===== src/rtl/ttw_pkg.sv =====
`default_nettype none
package ttw_pkg;

	localparam int unsigned IndexWidth = 16;
	localparam int unsigned CoordWidth = 32;
	localparam int unsigned TanWidth = 48;
	localparam int unsigned DeltaWidth = 33;
	localparam int unsigned NumWidth = 67;
	localparam int unsigned MagWidth = 66;
	localparam int unsigned DetWidth = 64;
	localparam int unsigned QuoWidth = 82;
	localparam int unsigned EpsWidth = 32;
	localparam int unsigned ScaleWidth = 20;
	localparam int unsigned CfgIdxWidth = 1;

	localparam logic [CfgIdxWidth-1:0] RegDetEpsilon = 1'b0;
	localparam logic [CfgIdxWidth-1:0] RegFallbackScale = 1'b1;

	localparam logic [EpsWidth-1:0] EpsReset = 32'd512;
	localparam logic [ScaleWidth-1:0] ScaleReset = 20'd100000;
	localparam logic [TanWidth-1:0] UnitTangent = 48'd65536;
	localparam logic [TanWidth:0] PosLimit = 49'h0_7FFF_FFFF_FFFF;
	localparam logic [TanWidth:0] NegLimit = 49'h0_8000_0000_0000;

	typedef struct packed {
		logic [IndexWidth-1:0] idx0;
		logic [IndexWidth-1:0] idx1;
		logic [IndexWidth-1:0] idx2;
		logic signed [DeltaWidth-1:0] e1x, e1y, e1z;
		logic signed [DeltaWidth-1:0] e2x, e2y, e2z;
		logic signed [DeltaWidth-1:0] du1, dv1, du2, dv2;
	} tri_job_t;

	typedef enum logic [2:0] {
		BkIdle, BkDet, BkNum, BkDiv, BkSat, BkEmit
	} bk_state_t;

endpackage
`default_nettype wire


===== src/rtl/ttw_if.sv =====
`default_nettype none
interface ttw_corner_if;
	logic valid;
	logic ready;
	logic start_req;
	logic [ttw_pkg::IndexWidth-1:0] vertex_index;
	logic signed [ttw_pkg::CoordWidth-1:0] pos_x, pos_y, pos_z, tex_u, tex_v;
	modport source (output valid, start_req, vertex_index, pos_x, pos_y, pos_z, tex_u, tex_v,
		input ready);
	modport sink (input valid, start_req, vertex_index, pos_x, pos_y, pos_z, tex_u, tex_v,
		output ready);
endinterface

`default_nettype wire


===== src/rtl/ttw_front.sv =====
`default_nettype none
// Holds the first two corners and forms deltas on the third.
module ttw_front (
	input wire logic clk,
	input wire logic arst_n,
	ttw_corner_if.sink corner,
	output logic job_valid,
	input wire logic job_ready,
	output ttw_pkg::tri_job_t job
);
	logic [1:0] count_q;
	logic [ttw_pkg::IndexWidth-1:0] hidx_q [2];
	logic signed [ttw_pkg::CoordWidth-1:0] hpos_q [6];
	logic signed [ttw_pkg::CoordWidth-1:0] htex_q [4];
	logic [1:0] cur;
	logic third;
	logic acc;
	logic [2:0] pbase;

	assign cur = corner.start_req ? 2'd0 : count_q;
	assign third = (cur == 2'd2);
	assign corner.ready = !third || job_ready;
	assign job_valid = corner.valid && third;
	assign acc = corner.valid && corner.ready;
	// Positions of the second corner sit after the three of the first.
	assign pbase = cur[0] ? 3'd3 : 3'd0;

	function automatic logic signed [ttw_pkg::DeltaWidth-1:0] dif(
		input logic signed [ttw_pkg::CoordWidth-1:0] a,
		input logic signed [ttw_pkg::CoordWidth-1:0] b);
		return ttw_pkg::DeltaWidth'(a) - ttw_pkg::DeltaWidth'(b);
	endfunction

	always_comb begin
		job.idx0 = hidx_q[0];
		job.idx1 = hidx_q[1];
		job.idx2 = corner.vertex_index;
		job.e1x = dif(hpos_q[3], hpos_q[0]);
		job.e1y = dif(hpos_q[4], hpos_q[1]);
		job.e1z = dif(hpos_q[5], hpos_q[2]);
		job.e2x = dif(corner.pos_x, hpos_q[0]);
		job.e2y = dif(corner.pos_y, hpos_q[1]);
		job.e2z = dif(corner.pos_z, hpos_q[2]);
		job.du1 = dif(htex_q[2], htex_q[0]);
		job.dv1 = dif(htex_q[3], htex_q[1]);
		job.du2 = dif(corner.tex_u, htex_q[0]);
		job.dv2 = dif(corner.tex_v, htex_q[1]);
	end

	always_ff @(posedge clk or negedge arst_n) begin
		if (!arst_n) begin
			count_q <= 2'd0;
			hidx_q <= '{default: '0};
			hpos_q <= '{default: '0};
			htex_q <= '{default: '0};
		end else if (acc) begin
			if (third) begin
				count_q <= 2'd0;
			end else begin
				count_q <= cur + 2'd1;
				hidx_q[cur[0]] <= corner.vertex_index;
				hpos_q[pbase] <= corner.pos_x;
				hpos_q[pbase + 3'd1] <= corner.pos_y;
				hpos_q[pbase + 3'd2] <= corner.pos_z;
				htex_q[{cur[0], 1'b0}] <= corner.tex_u;
				htex_q[{cur[0], 1'b1}] <= corner.tex_v;
			end
		end
	end

	a_count_range: assert property (@(posedge clk) disable iff (!arst_n) count_q != 2'd3)
		else $error("corner count out of range");
	a_job_third: assert property (@(posedge clk) disable iff (!arst_n)
		job_valid |-> corner.valid) else $error("job without corner");
	a_wrap: assert property (@(posedge clk) disable iff (!arst_n)
		(acc && third) |=> count_q == 2'd0) else $error("count did not wrap");
endmodule
`default_nettype wire


===== src/flat_wrapper.sv =====
// flat-port wrapper written by rule: the top's interface ports become plain ports
module ttw_front_flat 
  (clk, arst_n, job_valid, job_ready, job, corner_valid, corner_start_req, corner_vertex_index, corner_pos_x, corner_pos_y, corner_pos_z, corner_tex_u, corner_tex_v, corner_ready);
  ttw_corner_if corner_i ();
  input wire logic clk;
  input wire logic arst_n;
  output logic job_valid;
  input wire logic job_ready;
  output ttw_pkg::tri_job_t job;
  input wire logic [$bits(corner_i.valid)-1:0] corner_valid;
  input wire logic [$bits(corner_i.start_req)-1:0] corner_start_req;
  input wire logic [$bits(corner_i.vertex_index)-1:0] corner_vertex_index;
  input wire logic [$bits(corner_i.pos_x)-1:0] corner_pos_x;
  input wire logic [$bits(corner_i.pos_y)-1:0] corner_pos_y;
  input wire logic [$bits(corner_i.pos_z)-1:0] corner_pos_z;
  input wire logic [$bits(corner_i.tex_u)-1:0] corner_tex_u;
  input wire logic [$bits(corner_i.tex_v)-1:0] corner_tex_v;
  output wire logic [$bits(corner_i.ready)-1:0] corner_ready;
  assign corner_i.valid = corner_valid;
  assign corner_i.start_req = corner_start_req;
  assign corner_i.vertex_index = corner_vertex_index;
  assign corner_i.pos_x = corner_pos_x;
  assign corner_i.pos_y = corner_pos_y;
  assign corner_i.pos_z = corner_pos_z;
  assign corner_i.tex_u = corner_tex_u;
  assign corner_i.tex_v = corner_tex_v;
  assign corner_ready = corner_i.ready;
  ttw_front u_core (.clk(clk), .arst_n(arst_n), .corner(corner_i), .job_valid(job_valid), .job_ready(job_ready), .job(job));
endmodule

===== config.mk =====
export PLATFORM = sky130hd
export DESIGN_NAME = ttw_front_flat
export DESIGN_NICKNAME = d
export VERILOG_FILES = /design/src/rtl/ttw_pkg.sv /design/src/rtl/ttw_if.sv /design/src/rtl/ttw_front.sv /design/src/flat_wrapper.sv
export SDC_FILE = /design/constraint.sdc
export NUM_CORES = 1
export LEC_CHECK = 0
export ABC_AREA = 1
export BUFFER_PORTS_ARGS = -buffer_cell sky130_fd_sc_hd__buf_2
export CAP_MARGIN = 5
export CORE_ASPECT_RATIO = 1.1
export CORE_MARGIN = 2
export CORE_UTILIZATION = 50
export DETAILED_ROUTE_END_ITERATION = 10
export PLACE_DENSITY = 0.79
export SLEW_MARGIN = 40
export SYNTH_ARGS = -nofsm -noshare
export SYNTH_HDL_FRONTEND = slang
export SYNTH_SLANG_ARGS = --single-unit

===== constraint.sdc =====
create_clock -name clk -period 3.5 [get_ports clk]
set_clock_uncertainty 0.2 [all_clocks]
set_input_delay 0.35 -clock clk [delete_from_list [all_inputs] [get_ports clk]]
set_output_delay 0.35 -clock clk [all_outputs]
set_load 0.02 [all_outputs]

==> results.txt <==
In this run, synthesis produced a sequential element count of around 350. The count of flip-flops with a built-in enable after synthesis came out at 0. In the synthesized netlist, the number of instances is 6769. The total of endpoints with negative setup slack in the final report came out at 0. The final routed DRC violation total came out at 0. The maximum level of the CTS H-tree came out at 2.

The net count after synthesis is 7280. The area of the die is ~79000 µm². The worst endpoint data arrival time is 2860 ps.

The worst hold path begins at corner_vertex_index[2]. The share of synthesized flip-flops with an asynchronous set or reset is between 90% and 100%. The sequential standard cell area is about 9000 µm². The cell area after synthesis is between 30000 and 40000 µm². For hold timing, the worst endpoint is u_core.job[364].

The clock transition at the register clock pins on the worst setup and hold paths after CTS came out at 60 ps. The layout-stage area growth over the synthesis result is 19.3%. The number of maximum-capacitance violations is 0.

The share of synthesized area in the top cell type comes to between 20% and 30%. The footprint of the multi-input gates came out at approximately 23000 µm². The detailed-router iteration count before antenna repair is 6. The top cell type by total area after synthesis is sky130_fd_sc_hd__nand2_1. The final layout contains ~8000 nets. Hold is met by ~40 ps. In the final layout, the share of cells above drive strength 1 is under 10%. The violation count after the first detailed-route iteration is roughly 2800.

The average instance area after synthesis came out at 5.64 µm². The total global-route track usage is about a third. The layout filler cell count came out at 7673. The TritonCTS sink count is between 300 and 400.

Dividing the detail-routed via count by the number of cells gives a little under 5. The endpoint identified for the worst register-to-register timing path is u_core.hpos_q[64]. The number of warnings reported in the yosys synthesis log came out at 0.

The core region is ~76000 µm². The first global-routing pass estimated 206000 µm of wire. The row count came out at roughly 110. The fraction of the cycle the final worst path needs came out at between 90% and 100%.

By count the netlist is led by sky130_fd_sc_hd__nand2_1 (2900), sky130_fd_sc_hd__inv_1 (1445), sky130_fd_sc_hd__nor2_1 (564), sky130_fd_sc_hd__a21oi_1 (356), sky130_fd_sc_hd__dfrtp_1 (354). The final core utilization is 60.1%. The slack of the worst reg-to-reg path is 760 ps. The clock period minus final worst setup slack came out at approximately 3400 ps. The remaining max-slew budget at the tightest pin came out at 49.3%. The count of pins over their slew limit came out at 0.

TritonCTS built the clock tree. The total via count after detailed routing is 42036. The worst setup path is launched from a register. At the end of routability-driven placement, the weighted congestion stood at 0.956. The clock latency at the later pin of the worst-skew pair came out at roughly 580 ps.

For the final routed database, the setup TNS stands at 0 ps. The via count of the first global-routing pass came out at 39764. Setup repair after global routing left no endpoint under its margin.

The leakage power came out at ~30 nW. The cell with the most instances after synthesis is sky130_fd_sc_hd__nand2_1. The number of antenna violations at the first check in global routing came out at 11. For this run, the top clock speed supported by timing is around 290 MHz. For this design the top-level I/O count stands at about 560. In this run the clock root is driven by a sky130_fd_sc_hd__clkbuf_16. The antenna violation net count after detailed routing came out at 0.

Input and output buffers added on the ports amount to 560. The largest buffer count on any clock path is 3. Ranked by total cell area, the synthesized netlist is headed by sky130_fd_sc_hd__nand2_1 (29%), sky130_fd_sc_hd__dfrtp_1 (23%), sky130_fd_sc_hd__inv_1 (14%). The actual transition at the worst max-transition pin came out at between 700 and 800 ps. The die is 294 µm tall. The run finished with clean final reports. Wires add up to approximately 130000 µm. Dividing the detail-routed wire length by the instance count gives approximately 16 µm. The count of buffers added by post-CTS timing repair for setup came out at 0. The cell count of the worst hold path is 3. The remaining global-route overflow is 0. The fraction of the yosys area taken by sequential cells is a little under a quarter. The top flip-flop cell by instance count after synthesis is sky130_fd_sc_hd__dfrtp_1. The number of buffers added by the clock tree synthesis step came out at 44. The path class of the tightest hold or removal check is in2reg. The starting density of the core came out at just over 50%.

STA classifies the critical path endpoint as a primary output. The depth of the worst register-to-register path came out at 7. The placed wire-length estimate came out at roughly 110000 µm.

The power density over the cells came out at 680 nW/µm². Measured along the x axis, the die boundary spans ~270 µm. Entering global routing, the biggest net connects ~110 pins. The type of the worst setup path is reg2out.

The largest fanout on the critical path is 3. The final hold violation count came out at 0. The worst flop-to-flop path startpoint is u_core.count_q[0].

Yosys mapped the design onto 29 distinct sky130hd cell types. The worst IR drop on VDD came out at ~0.43 mV. The required time of the worst setup path is a little under 3000 ps.
-- placed cells by master, fill, tap and decap left out, types with 16 or more instances in the layout --
master,count
sky130_fd_sc_hd__o21ai_0,184
sky130_fd_sc_hd__a21oi_1,356
sky130_fd_sc_hd__ha_1,320
sky130_fd_sc_hd__nand3_1,234
sky130_fd_sc_hd__dlygate4sd3_1,179
sky130_fd_sc_hd__nor3_1,21
sky130_fd_sc_hd__nor2_1,564
sky130_fd_sc_hd__dfrtp_1,354
sky130_fd_sc_hd__nand2_1,2881
sky130_fd_sc_hd__clkbuf_16,45
sky130_fd_sc_hd__xor2_1,128
sky130_fd_sc_hd__nand4_1,40
sky130_fd_sc_hd__nand2_2,20
sky130_fd_sc_hd__o21a_1,16
sky130_fd_sc_hd__buf_2,553
sky130_fd_sc_hd__inv_1,1444
sky130_fd_sc_hd__xnor2_1,21
sky130_fd_sc_hd__and2_1,20
-- logic make-up (layout without fill, tap and decap cells) --
| family | Yosys count | in the layout | share of synthesized area, % |
|---|---|---|---|
| AOI/OAI and AO/OA | 578 | 578 | 7.82 |
| other | 0 | 8 | 0 |
| buffers and inverters | 1561 | 2289 | 15.8 |
| DFF | 354 | 354 | 23.2 |
| and+or+nand+nor | 3796 | 3796 | 38.7 |
| adders and majority gates | 330 | 330 | 11.0 |
| xor gates and xnor gates | 150 | 150 | 3.44 |
-- final cells by class --
type                            instances  share of cell area, %
Multi-Input combinational cell       4854                   51.3
Sequential cell                       354                   19.5
Inverter                             1446                   11.9
Timing Repair Buffer                  761                   10.8
Tap cell                             1026                   2.82
Clock buffer                           48                   2.52
Clock inverter                         34                   1.05
Antenna cell                            8                 0.0440
-- flip-flops by register name, indices dropped and copies added (netlist names) --
register        cells
u_core.count_q      2
u_core.htex_q     128
u_core.hpos_q     192
u_core.job         32
-- metal layers --
metal / part of all wire [%] / vias to the layer above / routed length [µm] / global-route usage, %
met5: 0.017 / - / 22 / 0
met4: 5.8 / 4 / 7710 / 17.7
met3: 7.4 / 335 / 9770 / 7.12
met2: 48 / 1351 / 63400 / 57.9
met1: 39 / 18730 / 51700 / 37.6
li1: - / 21616 / - / -
-- worst max-delay path by stage --
| stage | cells past startpoint | end | start | slack (ps) |
|---|---|---|---|---|
| after global routing | 17 | job[164] | corner_pos_z[0] | 0.6 |
| after detailed placement | 13 | job[16] | corner_tex_v[0] | 410 |
| after global placement | 13 | job[16] | corner_tex_v[0] | 420 |
| final | 11 | job[210] | u_core.hpos_q[160] | 90 |
| after floorplan | 10 | job[280] | u_core.hpos_q[128] | 1030 |
| after CTS | 14 | job[329] | u_core.hpos_q[160] | 2 |
-- per-stage QoR --
| stage | cell area (µm²) | setup slack, ps | std cells | total power [W] |
|---|---|---|---|---|
| 6_report | 45500 | 90.4 | 8531 | 0.0309 |
| 5_1_grt | 45500 | 0.590 | 8530 | 0.0332 |
| 4_1_cts | 45400 | 2.50 | 8523 | 0.0307 |
| 3_5_place_dp | 42000 | 409 | 8262 | 0.0252 |
| 3_3_place_gp | 42000 | 424 | 8262 | 0.0250 |
| 2_1_floorplan | 38100 | 1030 | 6769 | 0.0186 |
-- power breakdown --
| part | internal [W] | switching [W] | total [W] |
|---|---|---|---|
| clock | 0.00315 | 0.00202 | 0.00517 |
| combinational | 0.00623 | 0.0142 | 0.0204 |
| sequential | 0.00498 | 0.000418 | 0.00539 |
-- timing repair --
item / in CTS / in global routing
resized for setup: 1 / 32
setup endpoints to repair: 1 / 42
hold buffers: 179 / 0
hold endpoints to repair: 426 / 0
-- critical path: stages, from the launching register on --
cell and delay, ps:
sky130_fd_sc_hd__dfrtp_1 400, sky130_fd_sc_hd__ha_1 220, sky130_fd_sc_hd__fa_1 420, sky130_fd_sc_hd__inv_1 120
sky130_fd_sc_hd__nand2_1 60, sky130_fd_sc_hd__nand2_1 80, sky130_fd_sc_hd__nand3_1 90, sky130_fd_sc_hd__nand2_2 120
sky130_fd_sc_hd__nand2_1 80, sky130_fd_sc_hd__nand2_2 120, sky130_fd_sc_hd__xor2_1 310, sky130_fd_sc_hd__buf_2 250
(Power assumes the default switching activity.)
