<file path="src/rtl/ttw_pkg.sv">
`default_nettype none
package ttw_pkg;

	localparam int unsigned IndexWidth = 16;
	localparam int unsigned CoordWidth = 32;
	localparam int unsigned TanWidth = 48;
	localparam int unsigned DeltaWidth = 33;
	localparam int unsigned NumWidth = 67;
	localparam int unsigned MagWidth = 66;
	localparam int unsigned DetWidth = 64;
	localparam int unsigned QuoWidth = 82;
	localparam int unsigned EpsWidth = 32;
	localparam int unsigned ScaleWidth = 20;
	localparam int unsigned CfgIdxWidth = 1;

	localparam logic [CfgIdxWidth-1:0] RegDetEpsilon = 1'b0;
	localparam logic [CfgIdxWidth-1:0] RegFallbackScale = 1'b1;

	localparam logic [EpsWidth-1:0] EpsReset = 32'd512;
	localparam logic [ScaleWidth-1:0] ScaleReset = 20'd100000;
	localparam logic [TanWidth-1:0] UnitTangent = 48'd65536;
	localparam logic [TanWidth:0] PosLimit = 49'h0_7FFF_FFFF_FFFF;
	localparam logic [TanWidth:0] NegLimit = 49'h0_8000_0000_0000;

	typedef struct packed {
		logic [IndexWidth-1:0] idx0;
		logic [IndexWidth-1:0] idx1;
		logic [IndexWidth-1:0] idx2;
		logic signed [DeltaWidth-1:0] e1x, e1y, e1z;
		logic signed [DeltaWidth-1:0] e2x, e2y, e2z;
		logic signed [DeltaWidth-1:0] du1, dv1, du2, dv2;
	} tri_job_t;

	typedef enum logic [2:0] {
		BkIdle, BkDet, BkNum, BkDiv, BkSat, BkEmit
	} bk_state_t;

endpackage
`default_nettype wire

</file>
<file path="src/rtl/ttw_queue.sv">
`default_nettype none
// Two-entry job queue between front and back.
module ttw_queue (
	input wire logic clk,
	input wire logic arst_n,
	input wire logic in_valid,
	output logic in_ready,
	input wire ttw_pkg::tri_job_t in_job,
	output logic out_valid,
	input wire logic out_ready,
	output ttw_pkg::tri_job_t out_job
);
	ttw_pkg::tri_job_t mem_q [2];
	logic wp_q, rp_q;
	logic [1:0] cnt_q;
	logic push, pop;

	assign in_ready = cnt_q != 2'd2;
	assign out_valid = cnt_q != 2'd0;
	assign push = in_valid && in_ready;
	assign pop = out_valid && out_ready;
	assign out_job = mem_q[rp_q];

	always_ff @(posedge clk) begin
		if (push) mem_q[wp_q] <= in_job;
	end

	always_ff @(posedge clk or negedge arst_n) begin
		if (!arst_n) begin
			wp_q <= 1'b0;
			rp_q <= 1'b0;
			cnt_q <= 2'd0;
		end else begin
			if (push) wp_q <= !wp_q;
			if (pop) rp_q <= !rp_q;
			cnt_q <= cnt_q + {1'b0, push} - {1'b0, pop};
		end
	end

	a_no_over: assert property (@(posedge clk) disable iff (!arst_n) cnt_q != 2'd3)
		else $error("queue overflow");
	a_ptr: assert property (@(posedge clk) disable iff (!arst_n)
		(cnt_q == 2'd0 || cnt_q == 2'd2) |-> wp_q == rp_q) else $error("pointer mismatch");
	a_pop: assert property (@(posedge clk) disable iff (!arst_n)
		(pop && !push) |=> cnt_q == $past(cnt_q) - 2'd1) else $error("count slip");
endmodule
`default_nettype wire

</file>
<file path="config.mk">
export PLATFORM = sky130hd
export DESIGN_NAME = ttw_queue
export DESIGN_NICKNAME = d
export VERILOG_FILES = /design/src/rtl/ttw_pkg.sv /design/src/rtl/ttw_queue.sv
export SDC_FILE = /design/constraint.sdc
export NUM_CORES = 1
export LEC_CHECK = 0
export BUFFER_PORTS_ARGS = -buffer_cell sky130_fd_sc_hd__buf_2
export CAP_MARGIN = 20
export CORE_MARGIN = 2
export CORE_UTILIZATION = 30
export DETAILED_ROUTE_END_ITERATION = 7
export GPL_TIMING_DRIVEN = 0
export SETUP_SLACK_MARGIN = 0.1
export SLEW_MARGIN = 25
export SYNTH_ARGS = -nofsm -noshare
export SYNTH_HDL_FRONTEND = slang
export SYNTH_SLANG_ARGS = --single-unit
</file>
<file path="constraint.sdc">
create_clock -name clk -period 26.7 [get_ports clk]
set_input_delay 2.67 -clock clk [delete_from_list [all_inputs] [get_ports clk]]
set_output_delay 2.67 -clock clk [all_outputs]
set_load 0.005 [all_outputs]
</file>
==> results of run 1 <==
[kinds of logic (layout without fill, tap and decap cells)]
kind of cell	Yosys count	after routing	synth area share [%]
muxes	378	378	18.70
AOI/OAI and AO/OA	3	3	0.08257
xor gates and xnor gates	3	3	0.09129
and+or+nand+nor	11	11	0.2043
adders and majority gates	1	1	0.04346
buffers and inverters	42	962	1.669
DFF	760	760	79.21
other	0	10	0
[metal layers]
layer	vias up	track usage, %
li1	6555	-
met1	7150	13.43
met2	593	23.52
met3	126	5.753
met4	16	5.231
met5	-	0
[registers in the layout (all words and copies together), names as in the netlist]
signal  cells
mem_q     756
rp_q        1
cnt_q       2
wp_q        1
[placed cells by master, fill, tap and decap left out, drive strengths merged, types with 2 or more instances in the layout]
cell type  count
clkbuf        98
nand2          2
nor2           3
mux2         378
buf          828
edfxtp       756
inv            2
bufinv         5
dfrtp          4
diode         10
xnor2          3
clkinv        28
[path summary, 6_finish.rpt]
check                      startpoint  slack [ns]           end  depth (start not counted)
max                              rp_q       21.81  out_job[244]                          5
min                              wp_q        0.59          wp_q                          1
max reg2reg                  cnt_q[0]       23.84  mem_q[0][96]                          9
min reg2reg                      wp_q        0.59          wp_q                          1
max in group asynchronous      arst_n       24.74      cnt_q[1]                          1
min in group asynchronous      arst_n        1.84          rp_q                          1
[power by group]
group	total, W	switching, W	internal, W
Sequential	0.00169	0.0000593	0.00163
Combinational	0.00134	0.000641	0.000702
Clock	0.00104	0.000434	0.000607
Total	0.00407	0.00113	0.00294
[cell type report]
cell class	instances	area (µm²)	area share, %
timing repair buffer	786	4399	11.81
sequential	760	22800	61.23
antenna	10	25.02	0.06720
multi-input combinational	396	5517	14.81
tap	1265	1583	4.251
clock inverter	36	319.1	0.8568
clock buffer	98	2112	5.672
buffer	42	480.5	1.290
[worst max-delay path, delay by kind of cell, from the launching register on]
| family | cells | cell delay [ns] |
|---|---|---|
| buffers and inverters | 4 | 0.87 |
| muxes | 1 | 0.36 |
| DFF | 1 | 0.34 |
[stage by stage]
| stage | power [W] | cells | TNS [ns] | hold WS [ns] | setup WS, ns |
|---|---|---|---|---|---|
| 6_report | 0.004070 | 3393 | 0 | 0.5877 | 21.81 |
| 3_5_place_dp | 0.003085 | 3249 | 0 | 0.5709 | 21.61 |
| 5_1_grt | 0.004259 | 3391 | 0 | 0.6308 | 21.66 |
| 3_3_place_gp | 0.003238 | 3224 | -407.39 | 0.4769 | -1.149 |
| 4_1_cts | 0.004138 | 3383 | 0 | 0.5838 | 21.64 |
| 2_1_floorplan | 0.002648 | 1198 | 0 | 0.4602 | 7.188 |
==> impl_metrics.py, run 1 <==
metrics = {
    "clock_tree": {
        "cts.repair.resized": 0,
        "post-cts-setup-buffers": 0,
        "cts_tree": "built",
        "clock_sinks": 760,
        "clockBufferDepth": 3,
        "cts-root-buf": "clkbuf_16",
        "cts_buffers": 81,
        "clkTransAtPathRegs_ns": 0.06,
        "clk_latency_ns": 0.62,
        "htree_levels": 3,
        "cts_hold_buffers": 0,
    },
    "detailed_routing": {
        "met3_length_um": 6491,
        "viasPerCell": 4.256,
        "wl_met1_um": 23540,
        "drt_iter0_drc": 748,
        "dr_wl_met2_um": 34770,
        "ant_nets": 0,
        "maxUsedRoutingLayer": "met5",
        "drc": 0,
        "vias": 14440,
        "routed_wl_um": 67200,
        "routedWlPerCell_um": 19.81,
        "firstDrtPassIters": 4,
    },
    "synthesis": {
        "synth_fp_nets": 1581,
        "post_synth_num_cell_types": 20,
        "yosys.area.top_type_share_pct": 78.86,
        "avgSynthCellArea_um2": 24.03,
        "synth_area_leaders": "edfxtp_1, mux2_4, mux2_2",
        "synth-edff-count": 756,
        "ys_warn_count": 0,
        "synth_common_cells": "edfxtp_1, mux2_4, mux2_2",
        "synth_area_leader_cell": "edfxtp_1",
        "synth_ff_type": "edfxtp_1",
        "synthCells": 1198,
        "synth_area_um2": 28790,
        "ys_async_sr_fraction_pct": 0.5263,
        "yosysSeqAreaShare_pct": 79.21,
        "yosysMostFrequentCell": "edfxtp_1",
        "ys_ff_latch": 760,
    },
    "pwr": {
        "irDropWorstVdd_uv": 62.89,
        "p_leak_nw": 14.59,
        "power_density_nw_per_um2": 109.3,
    },
    "finish": {
        "final_core_util_pct": 39.19,
        "drive_gt1_share_pct": 62.13,
        "final_area_um2": 37240,
        "fillers": 8683,
        "finalNetCount": 2450,
        "syn2layout_area_growth_pct": 29.36,
    },
    "worst_setup_path": {
        "crit_path_start_kind": "flop",
        "slowest_stage": "mux2_4",
        "crit_chain": "buf_6, buf_8, buf_6, mux2_4, buf_2",
        "crit_type": "reg -> out",
        "cp_common_cell": "buf_6",
        "cp_max_fo": 10,
        "arrival_ns": 2.22,
        "max_stage_delay_ns": 0.36,
        "endpoint_kind": "output pin",
        "critPathRequiredTime_ns": 24.03,
    },
    "sta": {
        "slew_violations": 0,
        "hold_viol": 0,
        "layout_min_cycle_time_ns": 4.894,
        "setup_viol": 0,
        "tightest_slew_ns": 0.6005,
        "max_freq_mhz": 204.3,
        "skew_ns": 0.02185,
        "rsz0062_at_grt": "false",
        "post-route-period-util_pct": 18.33,
        "relSlewSlack_pct": 59.87,
    },
    "placement": {
        "dp_hpwl_um": 50460,
        "place_congestion": 0.8008,
        "placed_cell_area_um2": 34780,
        "io_buffers": 761,
    },
    "global_routing": {
        "antenna_found_initial": 22,
        "grt_first_pass_wirelength_um": 96930,
        "grt_overflow": 0,
        "grt_usage_pct": 13.16,
        "grt_start_max_net_pins": 51,
        "grt_pass1_vias": 15554,
    },
    "die": {
        "die_w_um": 313.8,
        "die_height_um": 313.8,
        "initial_core_util_pct": 30.30,
        "std_cell_rows": 113,
        "floorplan.core_area_um2": 95010,
        "die_area_um2": 98450,
        "ios": 762,
    },
    "outcome": {
        "outcome": "finished clean",
    },
    "job": {
        "drv_cap": 0,
    },
    "worst_hold_path": {
        "worstHoldPathType": "reg -> reg",
    },
}
Power figures use the tool's default switching activity.
==> inputs of run 2 (changes only) <==
--- a/config.mk
+++ b/config.mk
@@ -5,6 +5,7 @@
 export SDC_FILE = /design/constraint.sdc
 export NUM_CORES = 1
 export LEC_CHECK = 0
+export ABC_AREA = 1
 export BUFFER_PORTS_ARGS = -buffer_cell sky130_fd_sc_hd__buf_2
 export CAP_MARGIN = 20
 export CORE_MARGIN = 2
==> constraint.sdc (replaced) <==
create_clock -name clk -period 4.65 [get_ports clk]
set_input_delay 0.465 -clock clk [delete_from_list [all_inputs] [get_ports clk]]
set_output_delay 0.465 -clock clk [all_outputs]
set_load 0.005 [all_outputs]
==> run 2 against run 1 <==
  * Final cell count rose by 35%
  * Clock power rose to 5.9 times the previous value
  * Largest power group unchanged
  * Wire length rose by 19%
  * Clock skew rose by 0.00081 ns
  * Worst hold slack got worse by 0.52 ns
==> impl_metrics.py, run 2 <==
metrics = {
    "global_routing": {
        "grt_overflow": 0,
        "antenna_found_initial": 5,
        "use_met2_pct": 29.29,
        "grt_first_pass_wirelength_um": 115600,
        "busiest_layer": "met2",
        "grt_usage_pct": 16.14,
        "grt_start_max_net_pins": 25,
        "grt_pass1_vias": 19738,
        "met3_usage_pct": 5.214,
        "use_met1_pct": 17.01,
    },
    "synthesis": {
        "ys_async_sr_fraction_pct": 0.5263,
        "yosys.area.top_type_share_pct": 81.57,
        "avgSynthCellArea_um2": 13.88,
        "synth_area_leader_cell": "edfxtp_1",
        "ys_warn_count": 0,
        "synth_area_um2": 27830,
        "synth_ff_type": "edfxtp_1",
        "ys_ff_latch": 760,
        "synthCells": 2005,
        "synth_area_leaders": "edfxtp_1, nand2_1, buf_6",
        "post_synth_num_cell_types": 15,
        "yosysMostFrequentCell": "nand2_1",
        "synth_fp_nets": 2388,
        "synth_common_cells": "nand2_1, edfxtp_1, buf_2",
        "synth-edff-count": 756,
        "yosysSeqAreaShare_pct": 81.93,
    },
    "detailed_routing": {
        "viasPerCell": 4.218,
        "firstDrtPassIters": 5,
        "drt_iter0_drc": 1203,
        "drc": 0,
        "routedWlPerCell_um": 17.47,
        "vias": 19307,
        "ant_nets": 0,
        "routed_wl_um": 79950,
    },
    "die": {
        "die_area_um2": 95220,
        "ios": 762,
        "floorplan.core_area_um2": 91800,
        "initial_core_util_pct": 30.32,
        "std_cell_rows": 111,
        "die_height_um": 308.6,
        "die_w_um": 308.6,
    },
    "sta": {
        "layout_min_cycle_time_ns": 3.177,
        "worst_hold_slack_ns": 0.06381,
        "post-route-period-util_pct": 68.32,
        "setup_viol": 0,
        "rsz0062_at_grt": "false",
        "hold_viol": 0,
        "tightest_slew_ns": 0.7868,
        "skew_ns": 0.02265,
        "relSlewSlack_pct": 47.55,
        "slew_violations": 0,
        "max_freq_mhz": 314.8,
    },
    "pwr": {
        "intPower_w": 0.01601,
        "p_leak_nw": 17.18,
        "p_clk_share_pct": 25.5,
        "swShare_pct": 33.75,
        "power_density_nw_per_um2": 596.6,
        "p_sw_w": 0.008155,
        "totalPowerFinal_w": 0.02416,
        "p_comb_share_pct": 34.7,
        "irDropWorstVdd_uv": 441.2,
        "p_seq_share_pct": 39.8,
    },
    "placement": {
        "place_congestion": 0.7730,
        "dp_cells": 4048,
        "dp_hpwl_um": 56530,
        "io_buffers": 761,
        "placed_cell_area_um2": 34200,
    },
    "clock_tree": {
        "clockBufferDepth": 3,
        "cts-root-buf": "clkbuf_16",
        "clk_latency_ns": 0.65,
        "cts_tree": "built",
        "cts_buffers": 82,
        "htree_levels": 3,
        "post-cts-setup-buffers": 0,
        "clkTransAtPathRegs_ns": 0.06,
        "clock_sinks": 760,
        "cts.repair.resized": 0,
    },
    "worst_setup_path": {
        "slowest_stage": "nor2_4",
        "critPathRequiredTime_ns": 4.99,
        "max_stage_delay_ns": 0.57,
        "cp_num_buf_inv": 9,
        "cp_top_family": "buffers and inverters",
        "cp_common_cell": "buf_16",
        "crit_path_start_kind": "flop",
        "crit_chain": "inv_1, nand2_2, nand2_4, nor2_4, buf_16, buf_16, buf_12, buf_16, buf_16, buf_12, buf_12, buf_16",
        "crit_type": "reg -> reg",
        "cp_max_fo": 22,
        "endpoint_kind": "flop",
        "arrival_ns": 3.51,
    },
    "finish": {
        "drive_gt1_share_pct": 29.96,
        "reg.largest.list": "mem_q: 756 flops, cnt_q: 2 flops",
        "final_cells": 4577,
        "finalNetCount": 3646,
        "top_register": "mem_q",
        "syn2layout_area_growth_pct": 45.50,
        "final_common_cell": "nand2_1",
        "largest_reg_flops": 756,
        "final_area_um2": 40500,
        "final_cell_mix": "nand2_1, buf_2, edfxtp_1",
    },
    "job": {
        "drv_cap": 0,
    },
    "outcome": {
        "outcome": "finished clean",
    },
    "worst_hold_path": {
        "worstHoldPathType": "in -> reg",
    },
}
-- run 2: metrics by stage --
step | setup TNS [ns] | util, % | setup slack (ns)
2_1_floorplan | -1487.93 | - | -1.975
3_3_place_gp | -4090.65 | 36.19 | -5.511
3_5_place_dp | 0 | 37.25 | 1.372
4_1_cts | 0 | 44.10 | 1.407
5_1_grt | 0 | 44.11 | 1.282
6_report | 0 | 44.11 | 1.473
-- run 2: power groups by stage --
stage	Combinational [W]	Clock, W	Sequential, W
2_1_floorplan	0.00366	0	0.0101
3_3_place_gp	0.00748	0	0.0103
3_5_place_dp	0.00824	0	0.00976
4_1_cts	0.00854	0.00631	0.00962
5_1_grt	0.00924	0.00657	0.00974
6_report	0.00839	0.00615	0.00962
-- run 2: area by class of cell --
class,count,area [µm²]
clock buffer,104,2156
inverter,8,32.53
tap,1243,1555
multi-input combinational,1154,4375
sequential,760,22800
clock inverter,45,382.9
fill,8210,51310
timing repair buffer,1174,8531
antenna,6,15.01
buffer,83,646.9
-- run 2: worst paths after layout --
check | slack (ns) | end | depth (start not counted) | start
worst min-delay path | 0.06 | mem_q[0][198] | 1 | in_job[198]
worst max register to register | 1.47 | mem_q[1][320] | 12 | cnt_q[0]
worst max-delay path | 1.47 | mem_q[1][320] | 12 | cnt_q[0]
min in group asynchronous | 0.19 | wp_q | 2 | arst_n
worst min register to register | 0.56 | cnt_q[0] | 1 | cnt_q[0]
max in group asynchronous | 4.32 | rp_q | 2 | arst_n
-- run 2: metal layers --
metal	wire [µm]	up-vias	share of wire (%)
met5	0	-	0
met4	3093	0	3.9
met3	6231	160	7.8
met2	41510	651	52
met1	29110	9150	36
li1	-	9346	-
-- run 2: repair_timing --
item | in CTS | in global routing
hold buffers | 374 | 0
hold endpoints to repair | 750 | 0
setup endpoints to repair | 0 | 0
-- run 2: cell families after synthesis --
logic type | after synthesis | synth area share (%)
compound gates | 2 | 0.03593
fa+ha+maj | 1 | 0.04495
xor+xnor | 1 | 0.03147
flops | 760 | 81.93
buf+inv | 91 | 2.441
simple gates | 1150 | 15.52
-- run 2: worst register-to-register path, delay by kind of cell, from the launching register on --
| kind | cells | cell delay [ns] |
|---|---|---|
| and+or+nand+nor | 3 | 0.77 |
| buffers and inverters | 9 | 1.71 |
| DFF | 1 | 0.38 |
==> inputs of run 3 (changes only) <==
==> constraint.sdc (replaced) <==
create_clock -name clk -period 2.6 [get_ports clk]
set_input_delay 0.26 -clock clk [delete_from_list [all_inputs] [get_ports clk]]
set_output_delay 0.26 -clock clk [all_outputs]
set_load 0.005 [all_outputs]
==> run 3 against run 2 <==
  * Register-to-register slack lost 1.3 ns
  * Combinational power grew 95%
  * Cell area grew 2.6%
  * Clock power grew 79%
  * Global-route usage grew 0.46 points
  * Critical path depth shrank 2
==> impl_metrics.py, run 3 (same netlist as run 2, synthesis figures left out) <==
metrics = {
    "worst_hold_path": {
        "whs_path_depth": 2,
        "worstHoldPathType": "in -> reg",
        "min_from": "in_job[19]",
    },
    "detailed_routing": {
        "routedWlPerCell_um": 17.76,
        "drc": 0,
        "routed_wl_um": 82260,
        "firstDrtPassIters": 5,
        "ant_nets": 0,
        "vias": 19638,
        "viasPerCell": 4.241,
        "drt_iter0_drc": 1185,
    },
    "die": {
        "die_height_um": 308.6,
        "die_area_um2": 95220,
        "ios": 762,
        "std_cell_rows": 111,
        "floorplan.core_area_um2": 91800,
        "initial_core_util_pct": 30.32,
        "die_w_um": 308.6,
    },
    "worst_setup_path": {
        "cp_top_family": "buffers and inverters",
        "critPathRequiredTime_ns": 2.94,
        "endpoint_kind": "flop",
        "cp-startpoint": "cnt_q[1]",
        "cp_common_cell": "buf_16",
        "reg2reg_depth": 10,
        "crit_chain": "nand2_2, nand2_4, nor2_4, buf_12, buf_16, buf_16, buf_16, buf_16, buf_16, buf_16",
        "arrival_ns": 2.76,
        "cp_num_buf_inv": 7,
        "crit_path_start_kind": "flop",
        "max_stage_delay_ns": 0.41,
        "r2r-end": "mem_q[1][336]",
        "endpoint": "mem_q[1][336]",
        "cp_max_fo": 24,
        "crit_type": "reg -> reg",
        "r2r_start": "cnt_q[1]",
        "r2r_slack_ns": 0.19,
        "slowest_stage": "dfrtp_1",
        "cp.depth": 10,
    },
    "clock_tree": {
        "cts_buffers": 82,
        "clock_sinks": 760,
        "clockBufferDepth": 3,
        "cts_tree": "built",
        "cts-root-buf": "clkbuf_16",
        "clkTransAtPathRegs_ns": 0.06,
        "clk_latency_ns": 0.65,
        "htree_levels": 3,
    },
    "sta": {
        "max_freq_mhz": 414.3,
        "relSlewSlack_pct": 63.94,
        "rsz0062_at_grt": "true",
        "layout_min_cycle_time_ns": 2.414,
        "tightest_slew_ns": 0.5409,
        "slew_violations": 0,
        "skew_ns": 0.02406,
        "setup_viol": 0,
        "hold_viol": 0,
        "post-route-period-util_pct": 92.84,
    },
    "pwr": {
        "power_density_nw_per_um2": 1074,
        "irDropWorstVdd_uv": 795.6,
        "p_leak_nw": 17.73,
    },
    "finish": {
        "multi_input_area_um2": 4390,
        "final_common_cell": "nand2_1",
        "final_cells": 4631,
        "seqCellArea_um2": 22800,
        "fillers": 8091,
        "final_cell_mix": "nand2_1, buf_2, edfxtp_1",
        "reg.largest.list": "mem_q: 756 flops, cnt_q: 2 flops",
        "final_core_util_pct": 45.28,
        "finalNetCount": 3701,
        "drive_gt1_share_pct": 30.95,
        "top_register": "mem_q",
        "final_area_um2": 41560,
        "syn2layout_area_growth_pct": 49.34,
        "largest_reg_flops": 756,
    },
    "job": {
        "drv_cap": 0,
    },
    "global_routing": {
        "grt_start_max_net_pins": 25,
        "grt_usage_pct": 16.60,
        "grt_first_pass_wirelength_um": 118400,
        "grt_pass1_vias": 20042,
        "antenna_found_initial": 4,
        "grt_overflow": 0,
    },
    "placement": {
        "io_buffers": 761,
        "dp_cells": 4048,
        "dp_hpwl_um": 56530,
        "placed_cell_area_um2": 34200,
        "place_congestion": 0.7730,
    },
    "outcome": {
        "outcome": "finished clean",
    },
}
==> run 3: cell count changes in the layout (fill, tap and decap cells not counted), sizes merged <==
cell / change
buf: +30
diode: -1
clkbuf: +2
dlygate4sd3: +8
bufbuf: +15
==> run 3: metrics by stage <==
step / total power [W] / worst slack [ns] / TNS, ns / hold slack, ns
6_report: 0.04463 / 0.1861 / 0 / 0.3259
5_1_grt: 0.04710 / 0.07859 / 0 / 0.2819
4_1_cts: 0.04486 / 0.03127 / 0 / 0.2544
3_5_place_dp: 0.03218 / -0.6176 / -78.34 / 0.07612
3_3_place_gp: 0.02839 / -7.504 / -5599.17 / 0.07505
2_1_floorplan: 0.02401 / -4.025 / -3039.78 / -0.03559
==> run 3: worst min-delay path by stage <==
stage | to | slack (ns)
after global placement | wp_q | 0.08
after CTS | mem_q[0][86] | 0.25
after detailed placement | wp_q | 0.08
final | mem_q[0][19] | 0.33
after global routing | mem_q[0][241] | 0.28
after floorplan | cnt_q[0] | -0.04
==> run 3: area by class of cell <==
type	instances	area share, %
Timing Repair Buffer	1229	22.81
Clock inverter	45	0.9211
Sequential cell	760	54.86
Clock buffer	104	5.187
Antenna cell	5	0.03010
Tap cell	1243	3.742
Inverter	8	0.1023
Multi-Input combinational cell	1154	10.56
Buffer	83	1.782
==> run 3: timing repair <==
| action | in CTS | in global routing |
|---|---|---|
| setup endpoints to repair | 532 | 95 |
| setup buffers | 14 | 16 |
| hold endpoints to repair | 764 | 0 |
| resized for setup | 37 | 9 |
| pin swaps | 3 | 3 |
| gates cloned | 15 | 2 |
| hold buffers | 382 | 0 |
==> run 3: routing by layer <==
layer / part of all wire [%] / track usage [%]
met1: 36 / 17.31
met2: 53 / 30.66
met3: 7.6 / 5.214
met4: 3.6 / 6.875
met5: 0 / 0
==> run 3: where the power goes <==
part / switching, W / leakage (nW) / internal (W)
logic: 0.00956 / 9.42 / 0.00686
clock network: 0.00477 / 1.24 / 0.00623
registers: 0.000557 / 7.07 / 0.0166
total: 0.0149 / 17.7 / 0.0297
